File: config.mk
export PLATFORM = sky130hd
export DESIGN_NAME = line_contrast_darken_filter
export DESIGN_NICKNAME = d
export VERILOG_FILES = /design/src/rtl/lcdf_pkg.sv /design/src/rtl/lcdf_front.sv /design/src/rtl/lcdf_queue.sv /design/src/rtl/lcdf_back.sv /design/src/rtl/line_contrast_darken_filter.sv
export VERILOG_INCLUDE_DIRS = /design/src /design/src/rtl
export SDC_FILE = /design/constraint.sdc
export NUM_CORES = 1
export LEC_CHECK = 0
export BUFFER_PORTS_ARGS = -buffer_cell sky130_fd_sc_hd__buf_2
export CAP_MARGIN = 20
export CORE_ASPECT_RATIO = 1.5
export CORE_UTILIZATION = 40
export CTS_BUF_LIST = sky130_fd_sc_hd__clkbuf_2
export CTS_CLUSTER_SIZE = 25
export DETAILED_ROUTE_END_ITERATION = 10
export GPL_ROUTABILITY_DRIVEN = 0
export PLACE_DENSITY_LB_ADDON = 0.05
export SLEW_MARGIN = 5
export SYNTH_ARGS = -nofsm -noshare
export SYNTH_HDL_FRONTEND = slang
export SYNTH_SLANG_ARGS = --single-unit
File: constraint.sdc
create_clock -name clock -period 18.7 [get_ports clock]
set_input_delay 1.87 -clock clock [delete_from_list [all_inputs] [get_ports clock]]
set_output_delay 1.87 -clock clock [all_outputs]
set_load 0.01 [all_outputs]
File: src/rtl/line_contrast_darken_filter_assert.svh
// ----------------------------------------------------------------------------
// line_contrast_darken_filter_assert.svh
// Assertion macros shared by the line contrast darken filter.
// ----------------------------------------------------------------------------
`ifndef LINE_CONTRAST_DARKEN_FILTER_ASSERT_SVH
`define LINE_CONTRAST_DARKEN_FILTER_ASSERT_SVH

// Same-cycle implication, masked while reset is high.
`define LCDF_ASSERT_SAME(label, clk, rst, ante, cons, msg) \
   label: assert property (@(posedge clk) disable iff (rst) (ante) |-> (cons)) \
      else $error(msg);

// Next-cycle implication, masked while reset is high.
`define LCDF_ASSERT_NEXT(label, clk, rst, ante, cons, msg) \
   label: assert property (@(posedge clk) disable iff (rst) (ante) |=> (cons)) \
      else $error(msg);

`endif

File: src/rtl/lcdf_pkg.sv
// ----------------------------------------------------------------------------
// lcdf_pkg
// Types and constants shared by the line contrast darken filter.
// ----------------------------------------------------------------------------
`default_nettype none

package lcdf_pkg;

   localparam int unsigned PIXEL_W = 16;
   localparam int unsigned CHAN_W  = 5;
   localparam int unsigned TRANSPARENT_BIT = 15;
   localparam logic [CHAN_W-1:0] CHAN_MAX = 5'd31;

   // What the back end does with a queued pixel.
   typedef enum logic [1:0] {
      JOB_PASS_UPDATE = 2'd0,   // pass unchanged, becomes the previous colour
      JOB_PASS_KEEP   = 2'd1,   // pass unchanged, previous colour untouched
      JOB_FILTER      = 2'd2    // darken against previous and next pixel
   } job_kind_type;

   typedef struct packed {
      job_kind_type         kind;
      logic [PIXEL_W-1:0]   pixel;
      logic [PIXEL_W-1:0]   next_pixel;
      logic                 eol;
   } job_type;

   // Up to two jobs per accepted beat; valid_b only with valid_a.
   typedef struct packed {
      logic    valid_a;
      logic    valid_b;
      job_type job_a;
      job_type job_b;
   } push_type;

endpackage

`default_nettype wire

File: src/rtl/lcdf_front.sv
// ----------------------------------------------------------------------------
// lcdf_front
// Accepts pixel beats, holds one pixel back and classifies released pixels.
// ----------------------------------------------------------------------------
`default_nettype none

module lcdf_front import lcdf_pkg::*; (
   input  wire logic               clock,
   input  wire logic               reset,
   input  wire logic               req_valid,
   output logic                    req_ready,
   input  wire logic [PIXEL_W-1:0] req_pixel,
   input  wire logic               req_last_in_line,
   input  wire logic               space_two,
   output push_type                push
);

   logic [PIXEL_W-1:0] held_pixel_ff, held_pixel_in;
   logic               held_valid_ff, held_valid_in;
   logic               held_first_ff, held_first_in;
   logic               accept;
   job_type            held_job;
   job_type            last_job;

   assign req_ready = space_two;
   assign accept    = req_valid && space_two;

   always_comb begin
      held_job.pixel      = held_pixel_ff;
      held_job.next_pixel = req_pixel;
      held_job.eol        = 1'b0;
      if (held_first_ff) begin
         held_job.kind = JOB_PASS_UPDATE;
      end else if (held_pixel_ff[TRANSPARENT_BIT]) begin
         held_job.kind = JOB_PASS_KEEP;
      end else begin
         held_job.kind = JOB_FILTER;
      end

      last_job.kind       = JOB_PASS_KEEP;
      last_job.pixel      = req_pixel;
      last_job.next_pixel = req_pixel;
      last_job.eol        = 1'b1;

      // compact the two possible jobs into slot a first
      push.valid_a = accept && (held_valid_ff || req_last_in_line);
      push.valid_b = accept && held_valid_ff && req_last_in_line;
      push.job_a   = held_valid_ff ? held_job : last_job;
      push.job_b   = last_job;
   end

   always_comb begin
      held_pixel_in = held_pixel_ff;
      held_valid_in = held_valid_ff;
      held_first_in = held_first_ff;
      if (accept) begin
         if (req_last_in_line) begin
            held_valid_in = 1'b0;
            held_first_in = 1'b0;
         end else begin
            held_pixel_in = req_pixel;
            held_valid_in = 1'b1;
            held_first_in = !held_valid_ff;
         end
      end
   end

   always_ff @(posedge clock) begin
      if (reset) begin
         held_pixel_ff <= '0;
         held_valid_ff <= 1'b0;
         held_first_ff <= 1'b0;
      end else begin
         held_pixel_ff <= held_pixel_in;
         held_valid_ff <= held_valid_in;
         held_first_ff <= held_first_in;
      end
   end

endmodule

`default_nettype wire

File: src/rtl/lcdf_queue.sv
// ----------------------------------------------------------------------------
// lcdf_queue
// Short job queue, two writes and one read per cycle.
// ----------------------------------------------------------------------------
`default_nettype none

module lcdf_queue import lcdf_pkg::*; #(
   parameter int unsigned DEPTH = 4
) (
   input  wire logic clock,
   input  wire logic reset,
   input  wire push_type push,
   input  wire logic pop,
   output job_type   head,
   output logic      head_valid,
   output logic      space_two,
   output logic [$clog2(DEPTH+1)-1:0] count
);

   localparam int unsigned PTR_W = (DEPTH > 1) ? $clog2(DEPTH) : 1;
   localparam int unsigned CNT_W = $clog2(DEPTH+1);

   job_type           entry_ff [DEPTH];
   logic [PTR_W-1:0]  wr_ptr_ff, wr_ptr_in;
   logic [PTR_W-1:0]  rd_ptr_ff, rd_ptr_in;
   logic [PTR_W-1:0]  wr_ptr_b;
   logic [CNT_W-1:0]  count_ff, count_in;
   logic              do_pop;

   function automatic logic [PTR_W-1:0] wrap_inc(input logic [PTR_W-1:0] ptr);
      return (ptr == PTR_W'(DEPTH-1)) ? '0 : ptr + 1'b1;
   endfunction

   assign head       = entry_ff[rd_ptr_ff];
   assign head_valid = (count_ff != '0);
   assign space_two  = (count_ff <= CNT_W'(DEPTH-2));
   assign count      = count_ff;
   assign do_pop     = pop && head_valid;
   assign wr_ptr_b   = wrap_inc(wr_ptr_ff);

   always_comb begin
      wr_ptr_in = wr_ptr_ff;
      if (push.valid_b) begin
         wr_ptr_in = wrap_inc(wr_ptr_b);
      end else if (push.valid_a) begin
         wr_ptr_in = wr_ptr_b;
      end
      rd_ptr_in = do_pop ? wrap_inc(rd_ptr_ff) : rd_ptr_ff;
      count_in  = count_ff + CNT_W'(push.valid_a) + CNT_W'(push.valid_b)
                  - CNT_W'(do_pop);
   end

   always_ff @(posedge clock) begin
      if (push.valid_a) begin
         entry_ff[wr_ptr_ff] <= push.job_a;
      end
      if (push.valid_b) begin
         entry_ff[wr_ptr_b] <= push.job_b;
      end
   end

   always_ff @(posedge clock) begin
      if (reset) begin
         wr_ptr_ff <= '0;
         rd_ptr_ff <= '0;
         count_ff  <= '0;
      end else begin
         wr_ptr_ff <= wr_ptr_in;
         rd_ptr_ff <= rd_ptr_in;
         count_ff  <= count_in;
      end
   end

endmodule

`default_nettype wire

File: src/rtl/lcdf_back.sv
// ----------------------------------------------------------------------------
// lcdf_back
// Darkens queued pixels against the previous output colour; output register.
// ----------------------------------------------------------------------------
`default_nettype none

module lcdf_back import lcdf_pkg::*; (
   input  wire logic               clock,
   input  wire logic               reset,
   input  wire logic               full_strength,
   input  wire job_type            head,
   input  wire logic               head_valid,
   output logic                    pop,
   output logic                    rsp_valid,
   input  wire logic               rsp_ready,
   output logic [PIXEL_W-1:0]      rsp_pixel_out,
   output logic                    rsp_end_of_line
);

   logic [PIXEL_W-1:0] prev_ff, prev_in;
   logic               rsp_valid_ff, rsp_valid_in;
   logic [PIXEL_W-1:0] rsp_pixel_ff, rsp_pixel_in;
   logic               rsp_eol_ff, rsp_eol_in;
   logic [PIXEL_W-1:0] filtered;
   logic [PIXEL_W-1:0] result;

   // channel mean: sum / 3 as sum * 43 >> 7, exact for sums below 128
   function automatic logic [CHAN_W-1:0] mean3(input logic [PIXEL_W-1:0] p);
      logic [6:0]  sum;
      logic [12:0] prod;
      sum  = 7'(p[4:0]) + 7'(p[9:5]) + 7'(p[14:10]);
      prod = 13'(sum) * 13'd43;
      return prod[11:7];
   endfunction

   // c * f / 31: quotient by 32 plus one correction step
   function automatic logic [CHAN_W-1:0] scale(input logic [CHAN_W-1:0] c,
                                               input logic [CHAN_W-1:0] f);
      logic [9:0] prod;
      logic [4:0] q0;
      logic [5:0] rem;
      prod = 10'(c) * 10'(f);
      q0   = prod[9:5];
      rem  = 6'(prod[4:0]) + 6'(q0);
      return (rem >= 6'(CHAN_MAX)) ? q0 + 1'b1 : q0;
   endfunction

   function automatic logic [CHAN_W-1:0] absdiff(input logic [CHAN_W-1:0] a,
                                                 input logic [CHAN_W-1:0] b);
      return (a > b) ? a - b : b - a;
   endfunction

   always_comb begin
      logic [CHAN_W-1:0] mp, mc, mn, d1, d2, d, factor;
      mp     = mean3(prev_ff);
      mc     = mean3(head.pixel);
      mn     = mean3(head.next_pixel);
      d1     = absdiff(mp, mc);
      d2     = absdiff(mn, mc);
      d      = (d1 >= d2) ? d1 : d2;
      factor = full_strength ? CHAN_MAX - d : CHAN_MAX - (d >> 1);
      if ((prev_ff == head.pixel) && (head.next_pixel == head.pixel)) begin
         filtered = head.pixel;
      end else if ((mp == mc) && (mn == mc)) begin
         filtered = head.pixel;
      end else begin
         filtered = {1'b0, scale(head.pixel[14:10], factor),
                     scale(head.pixel[9:5], factor), scale(head.pixel[4:0], factor)};
      end
   end

   always_comb begin
      case (head.kind)
         JOB_FILTER: result = filtered;
         default:    result = head.pixel;
      endcase
   end

   assign pop = head_valid && (!rsp_valid_ff || rsp_ready);

   always_comb begin
      prev_in      = prev_ff;
      rsp_valid_in = rsp_valid_ff && !rsp_ready;
      rsp_pixel_in = rsp_pixel_ff;
      rsp_eol_in   = rsp_eol_ff;
      if (pop) begin
         rsp_valid_in = 1'b1;
         rsp_pixel_in = result;
         rsp_eol_in   = head.eol;
         if (head.kind != JOB_PASS_KEEP) begin
            prev_in = result;
         end
      end
   end

   always_ff @(posedge clock) begin
      rsp_pixel_ff <= rsp_pixel_in;
      rsp_eol_ff   <= rsp_eol_in;
   end

   always_ff @(posedge clock) begin
      if (reset) begin
         prev_ff      <= '0;
         rsp_valid_ff <= 1'b0;
      end else begin
         prev_ff      <= prev_in;
         rsp_valid_ff <= rsp_valid_in;
      end
   end

   assign rsp_valid       = rsp_valid_ff;
   assign rsp_pixel_out   = rsp_pixel_ff;
   assign rsp_end_of_line = rsp_eol_ff;

endmodule

`default_nettype wire

File: src/rtl/line_contrast_darken_filter.sv
// Flow: a pixel is written into the queue by the beat that releases it (the next
//   pixel of its line, or its own beat on a one-pixel line), then leaves through the
//   output register; the last pixel of a longer line follows its left neighbour out.
// Throughput: one pixel per cycle unless the output stalls, set by the single darken unit
//   in the back end with registered previous-colour feedback; a line of N pixels gives N beats.
// Reset: synchronous, clears held pixel, queue, previous colour, mode and output valid.
// ----------------------------------------------------------------------------
// line_contrast_darken_filter
// Streaming RGB555 scan-line darkening filter with a decoupled front and back end.
// ----------------------------------------------------------------------------
`default_nettype none

`include "line_contrast_darken_filter_assert.svh"

module line_contrast_darken_filter import lcdf_pkg::*; #(
   parameter int unsigned QUEUE_DEPTH = 4
) (
   input  wire logic               clock,
   input  wire logic               reset,
   input  wire logic               csr_write_enable,
   input  wire logic               csr_write_data,
   input  wire logic               req_valid,
   output logic                    req_ready,
   input  wire logic [PIXEL_W-1:0] req_pixel,
   input  wire logic               req_last_in_line,
   output logic                    rsp_valid,
   input  wire logic               rsp_ready,
   output logic [PIXEL_W-1:0]      rsp_pixel_out,
   output logic                    rsp_end_of_line
);

   localparam int unsigned CNT_W = $clog2(QUEUE_DEPTH+1);

   // Mode register: 0 scales by 31 - d/2, 1 by 31 - d.
   logic full_strength_ff, full_strength_in;

   push_type         push;
   job_type          head;
   logic             head_valid;
   logic             space_two;
   logic             pop;
   logic [CNT_W-1:0] queue_count;

   assign full_strength_in = csr_write_enable ? csr_write_data : full_strength_ff;

   always_ff @(posedge clock) begin
      if (reset) begin
         full_strength_ff <= 1'b0;
      end else begin
         full_strength_ff <= full_strength_in;
      end
   end

   // Front: hold one pixel back so its right neighbour is known, then
   // classify it (first, transparent, filter) and push up to two jobs.
   lcdf_front u_front (
      .clock            (clock),
      .reset            (reset),
      .req_valid        (req_valid),
      .req_ready        (req_ready),
      .req_pixel        (req_pixel),
      .req_last_in_line (req_last_in_line),
      .space_two        (space_two),
      .push             (push)
   );

   // Queue: decouples the front from output stalls; the front only takes a
   // beat while two slots are free.
   lcdf_queue #(
      .DEPTH (QUEUE_DEPTH)
   ) u_queue (
      .clock      (clock),
      .reset      (reset),
      .push       (push),
      .pop        (pop),
      .head       (head),
      .head_valid (head_valid),
      .space_two  (space_two),
      .count      (queue_count)
   );

   // Back: darken in order, track the previous output colour, register the beat.
   lcdf_back u_back (
      .clock           (clock),
      .reset           (reset),
      .full_strength   (full_strength_ff),
      .head            (head),
      .head_valid      (head_valid),
      .pop             (pop),
      .rsp_valid       (rsp_valid),
      .rsp_ready       (rsp_ready),
      .rsp_pixel_out   (rsp_pixel_out),
      .rsp_end_of_line (rsp_end_of_line)
   );

   // Queue never overfills, and the front only accepts with room for two jobs.
   `LCDF_ASSERT_SAME(a_queue_bound, clock, reset, 1'b1,
      queue_count <= CNT_W'(QUEUE_DEPTH), "queue overfilled")
   `LCDF_ASSERT_SAME(a_ready_room, clock, reset, req_ready,
      queue_count <= CNT_W'(QUEUE_DEPTH-2), "ready without room")
   // Drop the output beat once taken when nothing waits in the queue.
   `LCDF_ASSERT_NEXT(a_drain, clock, reset, !head_valid && rsp_ready, !rsp_valid,
      "stale output beat")

endmodule

`default_nettype wire
==> impl_results.md, run 1 <==
* Final setup violation count at 0
* Num Clock Sinks at 202
* Die width at 170 um
* Post_cts resized at 0
* Area grow syn2layout at 7.32%
* Setup ws final at 2.33 ns
* Pins over their slew limit at 0
* Post-DP Area at 0.0177 sq mm
* Filler cells at 4199
* Final instance area at 0.0182 sq mm
* Synth top cells by count: 206 x ha_1, 193 x nand2_1, 188 x inv_1, 145 x edfxtp_1, 119 x o21ai_0
* Largest net degree at the start of global routing at 50
* MaxCap Viol Count at 0
* Initial core utilization at 40.5%
* First-pass GRT wire length at 73500 um
* Worst-Margin Slew at 1.09 ns
* Async SR Flop Fraction at 0%
* I/O Buffers at 41
* RSZ-0062 raised after global routing: no
* Vias per cell at 5.40
* Worst setup path category: reg -> reg
* Delay-heaviest family, CP: adder cells
* # IOs at 42
* Vias in the first global route at 13300
* Number of synthesized register bits at 202
* Crit. End Element: flip-flop
* Drt first pass iters at 6
* Crit path buf inv count at 5
* Final period util at 87.5%
* DIE HEIGHT at 254 um
* Fmax at 0.0611 GHz
* Worst path max stage delay at 0.96 ns
* Post-DP HPWL at 35600 um
* Startpoint types: flip-flop
* DR WL/cell at 19.7 um
* Final nets at 2085
* All-Layer GR Usage at 22.5%
* Top FF cell, synth: edfxtp_1
* CP max FO at 26
* CP Data Required Time at 19.59 ns
* CTS max path bufs at 3
* Critical path's slowest cell: dfxtp_2
* Util after Layout at 43.5%
* Multi-input gate area at 0.0105 sq mm
* Most used cell, CP: ha_1
* DRC violations left at 0
* Largest cells by area after synthesis: edfxtp_1 26%, ha_1 15%, dfxtp_1 6.7%
* Post-synthesis sequential area ratio at 32.4%
* Htree depth at 2
* Final-report hold violation count at 0
* Number of synthesized flops with an enable pin at 145
* Seq. cell area at 0.00550 sq mm
* Synthesized Nets at 2050
* Layout cells sized above 1 at 12.5%
* Num CTS Buffers at 52
* Status: completed
* Min Tclk post-route at 16.37 ns
* Synthesized area per cell at 9.62 sq um
* Final setup TNS at 0 ns
* Antenna Violating Nets Remaining at 0
* Reg2Reg Setup Slack at 2.33 ns
* Clock Latency Late Sink at 0.97 ns
* CP arrival at 17.26 ns
* Top cell type by total area after synthesis: edfxtp_1
* Clock Skews at 0.138 ns
* CTS tree: built
* Cell count after synthesis at 1764
* Full die area at 0.0433 sq mm
* Final wirelength at 47500 um
* CTS root buf: clkbuf_2
* Area share of the largest cell type after synthesis at 25.7%
* Synth unique cells at 90
* Reg clk slew, reported paths at 0.12 ns
* Ys Warns at 0
* Hold-fix buffers, CTS at 0
* FP Rows at 92
* Rel. slew slack at 27.0%
* Cell area after synthesis at 0.0170 sq mm
* Core area at 0.0419 sq mm
* GRT overflow at 0
* Count leader, synth: ha_1
* Initial DRC count at 588
* DP Worst Slack at 2.14 ns
* Detailed-route via count at 13000
* Setup repair bufs after CTS at 0
* Initial antenna violation count at 2
* Hold Crit Class: reg -> reg
==> per-layer routing <==
layer | track usage [%] | up-vias | part of all wire, %
met5 | 0 | - | 0
met2 | 45.0 | 297 | 56
li1 | - | 6300 | -
met4 | 9.55 | 0 | 3.7
met1 | 22.9 | 6303 | 37
met3 | 2.75 | 95 | 3.7
==> worst min-delay path, cell delays in order, from the launching register on <==
cell,delay [ns]
dfxtp_1,0.32
nand2_1,0.05
a21oi_1,0.05
==> placed cells by master (no fill, tap or decap), drive strengths merged, types with 30 or more instances in the layout <==
master,instances
a21o,30
a21oi,87
and2,85
buf,56
clkbuf,79
dfxtp,57
edfxtp,145
fa,57
ha,206
inv,189
mux4,34
nand2,194
nor2,80
nor3,31
o21ai,122
xnor2,49
xor2,36
==> registers in the layout, summed over array words and instances, names as in the netlist, named ones only <==
signal and count:
u_front.held_first_ff 1, u_front.held_valid_ff 1, u_back.rsp_pixel_out 16, u_queue.entry_ff 140, u_front.held_pixel_ff 16, u_queue.wr_ptr_ff 2
u_queue.rd_ptr_ff 2, full_strength_ff 1, u_back.rsp_valid 1, u_queue.count 3, u_back.rsp_end_of_line 1, u_back.prev_ff 16
==> cell families (layout without fill, tap and decap cells) <==
group	count (synthesis)	count (layout)	share of synthesized area (%)
AND/OR/NAND/NOR	516	516	14.9
AO/OA/AOI/OAI	366	366	13.7
adder cells (fa/ha/maj)	268	268	22.2
buffers and inverters	264	341	6.14
flip-flops	202	202	32.4
XOR/XNOR	85	85	4.39
multiplexers	63	63	6.25
other	0	2	0
==> cell type report <==
type / instances / share of cell area, %
Multi-Input combinational cell: 1298 / 57.5
Sequential cell: 202 / 30.2
Inverter: 189 / 3.90
Tap cell: 564 / 3.88
Clock buffer: 79 / 2.17
Timing Repair Buffer: 56 / 1.86
Clock inverter: 17 / 0.481
Antenna cell: 2 / 0.0275
==> final timing paths <==
check / start / endpoint / depth (start not counted)
max: flip-flop / u_back.prev_ff[13] / 57
min: u_front.held_pixel_ff[11] / u_front.held_pixel_ff[11] / 2
max reg2reg: flip-flop / u_back.prev_ff[13] / 57
min reg2reg: u_front.held_pixel_ff[11] / u_front.held_pixel_ff[11] / 2
==> per-stage QoR <==
step	hold WS, ns	std cells
floorplan	0.436	1764
global placement	0.441	2308
detailed placement	0.447	2309
CTS	0.462	2405
global route	0.479	2407
finish	0.461	2407
Power of run 1 is left out: the tool's default activity adds up to more than one toggle a clock period on the data nets, which glitch-free logic cannot reach.
==> run 2: changes to the inputs <==
- RECOVER_POWER: not set -> 50
==> impl_results.md, run 2 (synthesis gave the netlist of run 1 again) <==
* Status: finished, violations left
* Violated checks: max-capacitance violations, max-slew violations
* Full die area at 0.0433 sq mm
* Core area at 0.0419 sq mm
* DRC violations left at 0
* Vias in the first global route at 13300
* Crit path buf inv count at 5
* Final wirelength at 47500 um
* All-Layer GR Usage at 22.5%
* Final period util at 88.1%
* Initial antenna violation count at 2
* Drt first pass iters at 6
* CP max FO at 26
* Worst path max stage delay at 1.25 ns
* CTS max path bufs at 3
* Die width at 170 um
* Most frequent cells in the layout: 206 x ha_1, 191 x nand2_1, 188 x inv_1
* Num CTS Buffers at 52
* Final nets at 2085
* Rel. slew slack at -92.8%
* Final setup violation count at 0
* Filler cells at 4206
* DR WL/cell at 19.7 um
* Antenna Violating Nets Remaining at 0
* Critical path's slowest cell: dfxtp_1
* Clock Skews at 0.139 ns
* CTS root buf: clkbuf_2
* Top reg by flops: u_queue.entry_ff
* MaxCap Viol Count at 4
* Area grow syn2layout at 7.10%
* Crit. End Element: flip-flop
* First-pass GRT wire length at 73500 um
* Setup repair bufs after CTS at 0
* Fmax at 0.0607 GHz
* Layout cells sized above 1 at 12.0%
* # IOs at 42
* Post-DP HPWL at 35600 um
* FP Rows at 92
* Num Clock Sinks at 202
* Startpoint types: flip-flop
* Clock Latency Late Sink at 0.96 ns
* CP Data Required Time at 19.56 ns
* Vias per cell at 5.40
* RSZ-0062 raised after global routing: no
* Most used cell, CP: ha_1
* Delay-heaviest family, CP: compound AO/OA/AOI/OAI gates
* DIE HEIGHT at 254 um
* Worst setup path category: reg -> reg
* CTS tree: built
* Initial core utilization at 40.5%
* Reg clk slew, reported paths at 0.12 ns
* Commonest non-fill, non-tap cell in the layout: ha_1
* Final setup TNS at 0 ns
* Initial DRC count at 635
* Final-report hold violation count at 0
* Post_cts resized at 0
* Htree depth at 2
* GRT overflow at 0
* Worst-Margin Slew at 2.89 ns
* Hold Crit Class: reg -> reg
* Hold-fix buffers, CTS at 0
* Min Tclk post-route at 16.48 ns
* Pins over their slew limit at 171
* Util after Layout at 43.4%
* I/O Buffers at 41
* Largest net degree at the start of global routing at 50
* CP arrival at 17.34 ns
* Detailed-route via count at 13000
* Largest register FFs at 140
==> run 2: cell types whose count changed in the layout (fill, tap and decap cells not counted), sizes merged <==
cell / delta
buf: -5
clkbuf: +5
==> run 2: path summary, 6_finish.rpt <==
| path | slack, ns | to | startpoint | cells after the start |
|---|---|---|---|---|
| max | 2.22 | u_back.prev_ff[13] | flip-flop | 59 |
| min | 0.46 | u_front.held_pixel_ff[11] | u_front.held_pixel_ff[11] | 2 |
| max reg2reg | 2.22 | u_back.prev_ff[13] | flip-flop | 59 |
| min reg2reg | 0.46 | u_front.held_pixel_ff[11] | u_front.held_pixel_ff[11] | 2 |
==> run 2: layout make-up <==
type                       instances  area, sq um  share of cell area [%]
sequential                       202         5500                    30.2
multi-input combinational       1298        10500                    57.5
tap                              564          706                    3.88
clock inverter                    17         87.6                   0.482
antenna                            2         5.00                  0.0275
clock buffer                      79          395                    2.18
inverter                         189          709                    3.90
timing repair buffer              56          319                    1.76
==> run 2: per-layer routing <==
| metal | wire [um] | GRT usage (%) | up-vias |
|---|---|---|---|
| met4 | 1770 | 9.55 | 0 |
| met5 | 0 | 0 | - |
| met3 | 1590 | 2.75 | 96 |
| met2 | 26400 | 45.0 | 276 |
| met1 | 17800 | 22.9 | 6319 |
| li1 | - | - | 6305 |
==> run 2: worst reg2reg max path, delay by kind of cell (launching register included) <==
kind | cells | cell delay [ns]
AOI/OAI and AO/OA | 19 | 5.17
DFF | 1 | 1.25
buffers and inverters | 5 | 0.51
xor gates and xnor gates | 3 | 0.80
muxes | 2 | 0.54
adders and majority gates | 13 | 5.09
and+or+nand+nor | 17 | 3.13
==> run 2: stage by stage <==
step,cells,area (sq um),setup slack (ns),hold slack [ns]
finish,2407,18200,2.22,0.461
global route,2407,18200,1.19,0.479
CTS,2405,18200,2.22,0.462
detailed placement,2309,17700,2.14,0.447
global placement,2308,17700,2.55,0.441
floorplan,1764,17000,3.87,0.436
Power of run 2 is left out for the same reason.
==> run 3: changes to the inputs <==
- BUFFER_PORTS_ARGS: -buffer_cell sky130_fd_sc_hd__buf_2 -> -buffer_cell sky130_fd_sc_hd__buf_4
==> impl_results.md, run 3 (synthesis gave the netlist of run 1 again) <==
* Status: finished, violations left
* Violated checks: max-capacitance violations, max-slew violations
* Initial core utilization at 40.5%
* CP Data Required Time at 19.53 ns
* Min Tclk post-route at 16.67 ns
* Hold-critical path depth at 2
* Core area at 0.0419 sq mm
* Full die area at 0.0433 sq mm
* MaxCap Viol Count at 5
* Crit Reg-Reg Endpoint: u_back.prev_ff[13]
* Num CTS Buffers at 53
* Post-DP HPWL at 35100 um
* Min-Delay Startpoint: u_front.held_pixel_ff[7]
* Reg clk slew, reported paths at 0.11 ns
* Worst setup path category: reg -> reg
* Most used cell, CP: ha_1
* Crit. End Element: flip-flop
* Fmax at 0.0600 GHz
* CP max FO at 22
* Clock Latency Late Sink at 0.95 ns
* Rel. slew slack at -101%
* Htree depth at 2
* CTS max path bufs at 3
* Initial DRC count at 634
* DR WL/cell at 19.6 um
* Num Clock Sinks at 202
* Final wirelength at 47200 um
* Layout cells sized above 1 at 12.1%
* Final nets at 2086
* Largest register FFs at 140
* Worst-Margin Slew at 3.02 ns
* Reg2Reg Depth at 61
* CP arrival at 17.50 ns
* Startpoint types: flip-flop
* First-pass GRT wire length at 73200 um
* Antenna Violating Nets Remaining at 0
* Largest net degree at the start of global routing at 50
* Worst path max stage delay at 1.18 ns
* Most frequent cells in the layout: 206 x ha_1, 190 x nand2_1, 188 x inv_1
* Clock Skews at 0.134 ns
* Hold endpoint: u_front.held_pixel_ff[7]
* Setup repair bufs after CTS at 0
* CTS tree: built
* Final setup TNS at 0 ns
* Area grow syn2layout at 7.97%
* All-Layer GR Usage at 22.4%
* Die width at 170 um
* GRT overflow at 0
* RSZ-0062 raised after global routing: no
* Final setup violation count at 0
* DIE HEIGHT at 254 um
* Initial antenna violation count at 2
* Final-report hold violation count at 0
* Commonest non-fill, non-tap cell in the layout: ha_1
* Drt first pass iters at 5
* CTS root buf: clkbuf_2
* I/O Buffers at 41
* Vias per cell at 5.35
* Pins over their slew limit at 220
* DRC violations left at 0
* Critical path's slowest cell: dfxtp_1
* # IOs at 42
* Final period util at 89.1%
* Hold Crit Class: reg -> reg
* FP Rows at 92
* Reg2Reg Setup Slack at 2.03 ns
* Post_cts resized at 0
* Top reg by flops: u_queue.entry_ff
* Hold-fix buffers, CTS at 0
* Vias in the first global route at 13100
* Detailed-route via count at 12900
-- run 3: area by class of cell --
cell class / count / area (sq um)
fill: 4206 / 23600
multi-input combinational: 1298 / 10500
sequential: 202 / 5500
inverter: 189 / 709
tap: 564 / 706
timing repair buffer: 56 / 398
clock buffer: 79 / 395
clock inverter: 21 / 156
antenna: 1 / 2.50
-- run 3: worst max-delay path by stage --
| stage | startpoint | endpoint | slack, ns | depth (start not counted) |
|---|---|---|---|---|
| after floorplan | flip-flop | u_back.prev_ff[13] | 3.87 | 60 |
| after global placement | flip-flop | u_back.prev_ff[13] | 2.70 | 59 |
| after detailed placement | flip-flop | u_back.prev_ff[13] | 2.45 | 59 |
| after CTS | flip-flop | u_back.rsp_pixel_out[12] | 2.51 | 59 |
| after global routing | flip-flop | u_back.prev_ff[13] | 0.99 | 61 |
| final | flip-flop | u_back.prev_ff[13] | 2.03 | 61 |
-- run 3: worst max-delay path: cells and delay by family (launching register included) --
kind	cells	cell delay, ns
buf+inv	6	0.96
xor+xnor	3	0.87
simple gates	17	3.00
fa+ha+maj	13	5.05
mux	3	0.58
flops	1	1.18
compound gates	19	4.95
-- run 3: per-stage QoR --
step | utilization, % | hold slack [ns] | std cells | cell area [sq um] | setup WS, ns
after global placement | 42.5 | 0.442 | 2309 | 17800 | 2.70
final | 43.7 | 0.458 | 2410 | 18300 | 2.03
after detailed placement | 42.5 | 0.447 | 2309 | 17800 | 2.45
after global routing | 43.7 | 0.476 | 2410 | 18300 | 0.988
after CTS | 43.8 | 0.461 | 2409 | 18400 | 2.51
after floorplan | - | 0.436 | 1764 | 17000 | 3.87
-- run 3: layer usage --
metal	global-route usage, %	wire length, um
met2	45.4	26500
met3	2.78	1640
met1	23.1	17700
met4	7.41	1250
met5	0	27
Power of run 3 is left out for the same reason.
